<file path="config.mk">
export PLATFORM = sky130hd
export DESIGN_NAME = frame_ordered_release_queue_top
export DESIGN_NICKNAME = d
export VERILOG_FILES = /design/src/rtl/forq_pkg.sv /design/src/rtl/frame_ordered_release_queue_top.sv /design/src/rtl/forq_ctrl.sv /design/src/rtl/forq_dp.sv
export SDC_FILE = /design/constraint.sdc
export NUM_CORES = 2
export LEC_CHECK = 0
export ABC_AREA = 1
export BUFFER_PORTS_ARGS = -buffer_cell sky130_fd_sc_hd__clkbuf_2
export CAP_MARGIN = 15
export CORE_UTILIZATION = 64
export CTS_CLUSTER_DIAMETER = 50
export CTS_CLUSTER_SIZE = 24
export DETAILED_ROUTE_END_ITERATION = 8
export PLACE_DENSITY = 0.81
export RECOVER_POWER = 50
export SYNTH_ARGS = -nofsm -noshare
export SYNTH_HDL_FRONTEND = slang
export SYNTH_HIERARCHICAL = 1
export SYNTH_SLANG_ARGS = --single-unit
</file>
<file path="constraint.sdc">
create_clock -name i_clk -period 11 [get_ports i_clk]
set_input_delay 1.1 -clock i_clk [delete_from_list [all_inputs] [get_ports i_clk]]
set_output_delay 1.1 -clock i_clk [all_outputs]
set_load 0.02 [all_outputs]
</file>
<file path="src/rtl/forq_pkg.sv">
// ----------------------------------------------------------------------------
// forq_pkg
// Shared types and constants for the frame ordered release queue.
// ----------------------------------------------------------------------------
package forq_pkg;

    localparam int CAPACITY     = 16;
    localparam int FRAME_BITS   = 32;
    localparam int PAYLOAD_BITS = 32;
    localparam int CNT_W        = $clog2(CAPACITY + 1);

    // Stream packing
    localparam int S_TDATA_RAW = FRAME_BITS + PAYLOAD_BITS;
    localparam int S_TDATA_W   = ((S_TDATA_RAW + 7) / 8) * 8;
    localparam int S_TUSER_W   = 2;
    localparam int M_TDATA_RAW = PAYLOAD_BITS + FRAME_BITS + CNT_W;
    localparam int M_TDATA_W   = ((M_TDATA_RAW + 7) / 8) * 8;
    localparam int M_TUSER_W   = 2;

    typedef enum logic [1:0] {
        ACT_INSERT  = 2'd0,
        ACT_EXTRACT = 2'd1,
        ACT_CLEAR   = 2'd2,
        ACT_NOP     = 2'd3
    } t_action;

    typedef enum logic {
        ST_IDLE = 1'b0,
        ST_HOLD = 1'b1
    } t_state;

    // Controller to datapath
    typedef struct packed {
        logic exec;
    } t_dp_cmd;

    // Datapath to controller
    typedef struct packed {
        logic full;
        logic empty;
    } t_dp_stat;

endpackage

</file>
<file path="src/rtl/frame_ordered_release_queue_top.sv">
// ----------------------------------------------------------------------------
// frame_ordered_release_queue_top
// Bounded queue of payloads kept sorted by due frame, stable for equal frames.
// ----------------------------------------------------------------------------
// Usage:
//   Slave channel carries one command per transaction: insert an entry,
//   extract the head if its frame is not above the given current frame,
//   or clear the queue. Master channel returns exactly one result per
//   command: found/overflow flags, the extracted payload and frame (zero
//   when nothing was extracted) and the occupancy after the command.
//   The result is valid in the cycle after the command transaction.
//   Throughput: one command per cycle while the receiver takes each
//   result; all cells of the sorted shift register compare against the new
//   frame in the same cycle, so a command executes in its accepting cycle.
//   An insert into a full queue (16 entries) is dropped and flagged.
//   When the receiver stalls, the result is held and a new command is
//   accepted only in a cycle where the held result is taken.
//   Reset empties the queue and drops any held result; entry contents
//   are not cleared and are never read before being written.
// ----------------------------------------------------------------------------
module frame_ordered_release_queue_top (
    input  logic                           i_clk,
    input  logic                           i_rst_n,
    input  logic                           i_s_tvalid,
    output logic                           o_s_tready,
    // [31:0] frame, [63:32] payload
    input  logic [forq_pkg::S_TDATA_W-1:0] i_s_tdata,
    // [1:0] action
    input  logic [forq_pkg::S_TUSER_W-1:0] i_s_tuser,
    output logic                           o_m_tvalid,
    input  logic                           i_m_tready,
    // [31:0] payload_out, [63:32] due_frame, [68:64] occupancy, rest zero
    output logic [forq_pkg::M_TDATA_W-1:0] o_m_tdata,
    // [0] found, [1] overflow
    output logic [forq_pkg::M_TUSER_W-1:0] o_m_tuser
);
    import forq_pkg::*;

    t_dp_cmd                 w_cmd;
    t_dp_stat                w_stat;
    logic                    w_found;
    logic                    w_ovf;
    logic [PAYLOAD_BITS-1:0] w_pout;
    logic [FRAME_BITS-1:0]   w_dfrm;
    logic [CNT_W-1:0]        w_occ;

    forq_ctrl u_ctrl (
        .i_clk      (i_clk),
        .i_rst_n    (i_rst_n),
        .i_s_tvalid (i_s_tvalid),
        .o_s_tready (o_s_tready),
        .o_m_tvalid (o_m_tvalid),
        .i_m_tready (i_m_tready),
        .o_cmd      (w_cmd),
        .i_stat     (w_stat)
    );

    forq_dp u_dp (
        .i_clk         (i_clk),
        .i_rst_n       (i_rst_n),
        .i_cmd         (w_cmd),
        .o_stat        (w_stat),
        .i_action      (i_s_tuser[1:0]),
        .i_frame       (i_s_tdata[FRAME_BITS-1:0]),
        .i_payload     (i_s_tdata[FRAME_BITS +: PAYLOAD_BITS]),
        .o_found       (w_found),
        .o_payload_out (w_pout),
        .o_due_frame   (w_dfrm),
        .o_overflow    (w_ovf),
        .o_occupancy   (w_occ)
    );

    // Pack the result
    assign o_m_tdata = M_TDATA_W'({w_occ, w_dfrm, w_pout});
    assign o_m_tuser = {w_ovf, w_found};

endmodule

</file>
<file path="src/rtl/forq_ctrl.sv">
// ----------------------------------------------------------------------------
// forq_ctrl
// Handshake controller: one result register, taken over while it drains.
// ----------------------------------------------------------------------------
module forq_ctrl (
    input  logic              i_clk,
    input  logic              i_rst_n,
    input  logic              i_s_tvalid,
    output logic              o_s_tready,
    output logic              o_m_tvalid,
    input  logic              i_m_tready,
    output forq_pkg::t_dp_cmd o_cmd,
    input  forq_pkg::t_dp_stat i_stat
);
    import forq_pkg::*;

    t_state r_state;
    t_state n_state;
    logic   w_accept;

    assign w_accept = i_s_tvalid && o_s_tready;

    // State register
    always_ff @(posedge i_clk) begin
        if (!i_rst_n) begin
            r_state <= ST_IDLE;
        end else begin
            r_state <= n_state;
        end
    end

    // Next state
    always_comb begin
        n_state = r_state;
        case (r_state)
            ST_IDLE: begin
                if (w_accept) n_state = ST_HOLD;
            end
            ST_HOLD: begin
                if (i_m_tready && !w_accept) n_state = ST_IDLE;
            end
            default: n_state = ST_IDLE;
        endcase
    end

    // Outputs
    always_comb begin
        o_s_tready = 1'b0;
        o_m_tvalid = 1'b0;
        case (r_state)
            ST_IDLE: begin
                o_s_tready = 1'b1;
            end
            ST_HOLD: begin
                o_s_tready = i_m_tready;
                o_m_tvalid = 1'b1;
            end
            default: begin
                o_s_tready = 1'b0;
            end
        endcase
        o_cmd.exec = w_accept;
    end

    // A transaction always leaves a result held in the next cycle
    a_exec_hold: assert property (@(posedge i_clk) disable iff (!i_rst_n)
        o_cmd.exec |=> (r_state == ST_HOLD))
        else $error("result not held after transaction");

    // Queue cannot be full and empty at once
    a_stat_sane: assert property (@(posedge i_clk) disable iff (!i_rst_n)
        !(i_stat.full && i_stat.empty))
        else $error("status full and empty together");

endmodule

</file>
<file path="src/rtl/forq_dp.sv">
// ----------------------------------------------------------------------------
// forq_dp
// Sorted shift register of entries with a registered result stage.
// ----------------------------------------------------------------------------
module forq_dp (
    input  logic                             i_clk,
    input  logic                             i_rst_n,
    input  forq_pkg::t_dp_cmd                i_cmd,
    output forq_pkg::t_dp_stat               o_stat,
    input  logic [1:0]                       i_action,
    input  logic [forq_pkg::FRAME_BITS-1:0]  i_frame,
    input  logic [forq_pkg::PAYLOAD_BITS-1:0] i_payload,
    output logic                             o_found,
    output logic [forq_pkg::PAYLOAD_BITS-1:0] o_payload_out,
    output logic [forq_pkg::FRAME_BITS-1:0]  o_due_frame,
    output logic                             o_overflow,
    output logic [forq_pkg::CNT_W-1:0]       o_occupancy
);
    import forq_pkg::*;

    logic [FRAME_BITS-1:0]   r_frame   [CAPACITY];
    logic [PAYLOAD_BITS-1:0] r_payload [CAPACITY];
    logic [FRAME_BITS-1:0]   n_frame   [CAPACITY];
    logic [PAYLOAD_BITS-1:0] n_payload [CAPACITY];
    logic [CNT_W-1:0]        r_count;
    logic [CNT_W-1:0]        n_count;
    logic                    r_found, n_found;
    logic                    r_ovf, n_ovf;
    logic [PAYLOAD_BITS-1:0] r_pout, n_pout;
    logic [FRAME_BITS-1:0]   r_dfrm, n_dfrm;
    logic [CAPACITY-1:0]     w_le;
    logic                    w_full;
    logic                    w_empty;
    logic                    w_due;
    t_action                 w_act;

    assign w_act   = t_action'(i_action);
    assign w_full  = (r_count == CNT_W'(CAPACITY));
    assign w_empty = (r_count == '0);
    assign w_due   = !w_empty && (r_frame[0] <= i_frame);

    assign o_stat.full  = w_full;
    assign o_stat.empty = w_empty;

    // Per cell: stored entry is valid and due no later than the new frame
    always_comb begin
        for (int i = 0; i < CAPACITY; i++) begin
            w_le[i] = (CNT_W'(i) < r_count) && (r_frame[i] <= i_frame);
        end
    end

    // Next cell contents and result
    always_comb begin
        for (int i = 0; i < CAPACITY; i++) begin
            n_frame[i]   = r_frame[i];
            n_payload[i] = r_payload[i];
        end
        n_count = r_count;
        n_found = 1'b0;
        n_ovf   = 1'b0;
        n_pout  = '0;
        n_dfrm  = '0;
        case (w_act)
            ACT_INSERT: begin
                if (w_full) begin
                    n_ovf = 1'b1;
                end else begin
                    // head cell takes the new entry unless it is due no later
                    if (!w_le[0]) begin
                        n_frame[0]   = i_frame;
                        n_payload[0] = i_payload;
                    end
                    // keep cells before the slot, drop the new entry in, shift the rest up
                    for (int i = 1; i < CAPACITY; i++) begin
                        if (w_le[i]) begin
                            n_frame[i]   = r_frame[i];
                            n_payload[i] = r_payload[i];
                        end else if (w_le[i-1]) begin
                            n_frame[i]   = i_frame;
                            n_payload[i] = i_payload;
                        end else begin
                            n_frame[i]   = r_frame[i-1];
                            n_payload[i] = r_payload[i-1];
                        end
                    end
                    n_count = r_count + CNT_W'(1);
                end
            end
            ACT_EXTRACT: begin
                if (w_due) begin
                    n_found = 1'b1;
                    n_pout  = r_payload[0];
                    n_dfrm  = r_frame[0];
                    // advance every cell toward the head
                    for (int i = 0; i < CAPACITY - 1; i++) begin
                        n_frame[i]   = r_frame[i+1];
                        n_payload[i] = r_payload[i+1];
                    end
                    n_count = r_count - CNT_W'(1);
                end
            end
            ACT_CLEAR: begin
                n_count = '0;
            end
            default: begin
                n_count = r_count;
            end
        endcase
    end

    // Control state
    always_ff @(posedge i_clk) begin
        if (!i_rst_n) begin
            r_count <= '0;
        end else if (i_cmd.exec) begin
            r_count <= n_count;
        end
    end

    // Cells and result register
    always_ff @(posedge i_clk) begin
        if (i_cmd.exec) begin
            for (int i = 0; i < CAPACITY; i++) begin
                r_frame[i]   <= n_frame[i];
                r_payload[i] <= n_payload[i];
            end
            r_found <= n_found;
            r_ovf   <= n_ovf;
            r_pout  <= n_pout;
            r_dfrm  <= n_dfrm;
        end
    end

    assign o_found       = r_found;
    assign o_overflow    = r_ovf;
    assign o_payload_out = r_pout;
    assign o_due_frame   = r_dfrm;
    assign o_occupancy   = r_count;

    a_count_bound: assert property (@(posedge i_clk) disable iff (!i_rst_n)
        r_count <= CNT_W'(CAPACITY))
        else $error("occupancy above capacity");

    a_ovf_full: assert property (@(posedge i_clk) disable iff (!i_rst_n)
        (i_cmd.exec && (w_act == ACT_INSERT) && w_full)
        |=> (r_ovf && (r_count == CNT_W'(CAPACITY))))
        else $error("insert into full queue not flagged");

    a_clear: assert property (@(posedge i_clk) disable iff (!i_rst_n)
        (i_cmd.exec && (w_act == ACT_CLEAR)) |=> ((r_count == '0) && !r_found))
        else $error("clear left entries");

    a_extract_shrink: assert property (@(posedge i_clk) disable iff (!i_rst_n)
        (i_cmd.exec && (w_act == ACT_EXTRACT) && w_due)
        |=> (r_found && (r_count == $past(r_count) - CNT_W'(1))))
        else $error("extract did not remove head");

endmodule

</file>
==> impl_metrics.py <==
metrics = {
    "routing": {
        "initialDrtViolationCount": 8605,
        "via_count": 62014,
        "drtAntennaViolNets": 0,
        "wirelength_mm": 199.4,
        "firstDrtPassIters": 7,
        "drcViolationCount": 0,
        "avgRoutedWirePerCell_um": 19.41,
        "via_per_inst": 6.039,
    },
    "timing": {
        "clock_skew_ps": 36.96,
        "fin_hold_ws_ps": 513.4,
        "setup_ws_ps": 3207,
        "fin_setup_tns_ps": 0,
        "hold_viol_final": 0,
        "setup-violations-final": 0,
        "relSlewSlack": -2.831,
        "finalCriticalPeriod_ps": 7793,
        "worst_pin_slew_ps": 5747,
        "maxSlewViolCount": 1174,
        "rsz0062_at_grt": "false",
        "fmax_mhz": 128.3,
        "post-route-period-util": 0.7085,
    },
    "grt": {
        "grt_pass1_vias": 57429,
        "grt_pass1_wl_mm": 315.2,
        "grt.overflow.total": 0,
        "track_usage": 0.3453,
        "antenna_found_initial": 1,
        "grt_max_degree": 205,
    },
    "cts": {
        "postCtsResizedCells": 0,
        "post-cts-setup-buffer-count": 0,
        "htree_levels": 4,
        "clk_path_buf_depth": 3,
        "clock-sinks": 1096,
        "clk_pin_slew_ps": 70,
        "clockRootBuffer": "clkbuf_16",
        "insertion_delay_ps": 770,
        "postCtsHoldBufs": 0,
        "cts_buffers": 140,
        "cts_tree": "built",
    },
    "worst_setup_path": {
        "critPathMaxStageDelay_ps": 3970,
        "path_buf_inv": 4,
        "worst-endpoint-required_ps": 11490,
        "cp_slowest_cell": "dlymetal6s2s_1",
        "cp_max_fo": 154,
        "crit_family": "buffers and inverters",
        "startpoint_type": "flop",
        "cp.arrival_ps": 8280,
        "end_kind": "flop",
        "crit_type": "reg2reg",
        "path_cells": "inv_1 > nor3_1 > nor2_4 > dlymetal6s2s_1 > inv_2 > clkbuf_1 > o22ai_1",
    },
    "placement": {
        "io_buffer_count": 142,
        "preCtsSetupSlack_ps": 5149,
        "place.gp.congestion": 0.9024,
        "hpwl_mm": 132.4,
    },
    "synth": {
        "netlist_area_sq_mm": 0.07181,
        "syn_area_per_cell_sq_um": 8.092,
        "yosys_warnings": 6,
        "syn_inst": 8875,
    },
    "final_layout": {
        "fin_nets": 9264,
        "diodes": 0,
        "fill_cells": 8776,
        "area_growth_pct": 7.175,
        "layout-drive-gt1-share": 0.06617,
        "utilization": 0.6936,
    },
    "power_and_ir_drop": {
        "p_per_area_mw_per_mm2": 165.2,
        "peakVddDrop_mv": 0.1662,
        "p_leak_uw": 0.03577,
    },
    "floorplan": {
        "core-area_sq_mm": 0.1110,
        "chipWidth_um": 337.0,
        "dieArea_sq_mm": 0.1136,
        "initial_core_util": 0.6471,
        "die_h_um": 337.0,
        "rows": 122,
        "io_pins": 146,
    },
    "min_path": {
        "hold_class": "reg2reg",
    },
    "outcome": {
        "violations": "max-capacitance violations, max-slew violations",
        "run_status": "finished, violations left",
    },
    "flow_run": {
        "cap_violations": 22,
    },
}
[report_power, final]
| part | leakage, uW | internal, uW | switching, uW | total [uW] |
|---|---|---|---|---|
| logic | 0.0233 | 791 | 1920 | 2710 |
| registers | 0.0102 | 5070 | 191 | 5270 |
| clock network | 0.00231 | 2840 | 1900 | 4740 |
| total | 0.0358 | 8700 | 4010 | 12700 |
[routing by layer]
| layer | track usage | vias up | wire length (um) |
|---|---|---|---|
| met5 | 0 | - | 0 |
| met4 | 0.1162 | 0 | 5464 |
| met3 | 0.05297 | 361 | 21430 |
| met2 | 0.5243 | 3766 | 87700 |
| met1 | 0.5043 | 28540 | 84760 |
| li1 | - | 29347 | - |
[cell usage in the layout, fill, tap and decap left out, drive strengths merged, types with 18 or more instances in the layout]
master	instances
nand2	2858
nand3	1629
edfxtp	1090
inv	1009
ha	519
a21oi	402
clkbuf	315
o21ai	285
nor2	200
o22ai	129
buf	101
nand4	60
clkinv	49
nor3	22
o21a	20
bufinv	18
[stage by stage]
step | cell area (sq um) | cells | power, uW
5_1_grt | 76970 | 10269 | 13230
3_5_place_dp | 72660 | 10021 | 7980
6_report | 76970 | 10269 | 12710
4_1_cts | 77410 | 10269 | 12700
2_1_floorplan | 71820 | 8877 | 7294
3_3_place_gp | 72660 | 10021 | 7878
[cell type report]
cell class                 count  area [sq um]  share of cell area
clock buffer                 156          3627             0.04713
clock inverter                92          1126             0.01463
inverter                     991          3722             0.04836
multi-input combinational   6185         32300              0.4197
sequential                  1096         32850              0.4268
tap                         1488          1862             0.02419
timing repair buffer         261          1478             0.01920
[state kept, by name, summed over array words and instances, names as in the netlist]
| signal | count |
|---|---|
| u_dp/o_overflow | 1 |
| u_dp/o_payload_out | 32 |
| u_ctrl/r_state | 1 |
| u_dp/r_payload | 512 |
| u_dp/o_due_frame | 32 |
| u_dp/r_frame | 512 |
| u_dp/o_occupancy | 5 |
| u_dp/o_found | 1 |
[path summary, 6_finish.rpt]
kind	startpoint	to	slack, ps	cells past startpoint
hold reg to reg	u_ctrl/r_state$_SDFF_PN0_	u_ctrl/r_state$_SDFF_PN0_	510	2
hold / removal	u_ctrl/r_state$_SDFF_PN0_	u_ctrl/r_state$_SDFF_PN0_	510	2
setup reg to reg	u_dp/o_occupancy[4]$_SDFFE_PN0P_	u_dp/r_frame[0][19]$_DFFE_PP_	3210	7
setup / recovery	u_dp/o_occupancy[4]$_SDFFE_PN0P_	u_dp/r_frame[0][19]$_DFFE_PP_	3210	7
[worst register-to-register path: stages, from the launching register on]
cell	delay, ps
dfxtp_1	480
inv_1	510
nor3_1	240
nor2_4	130
dlymetal6s2s_1	3970
inv_2	60
clkbuf_1	1420
o22ai_1	740
No activity file was read; power rests on OpenSTA's default activity.
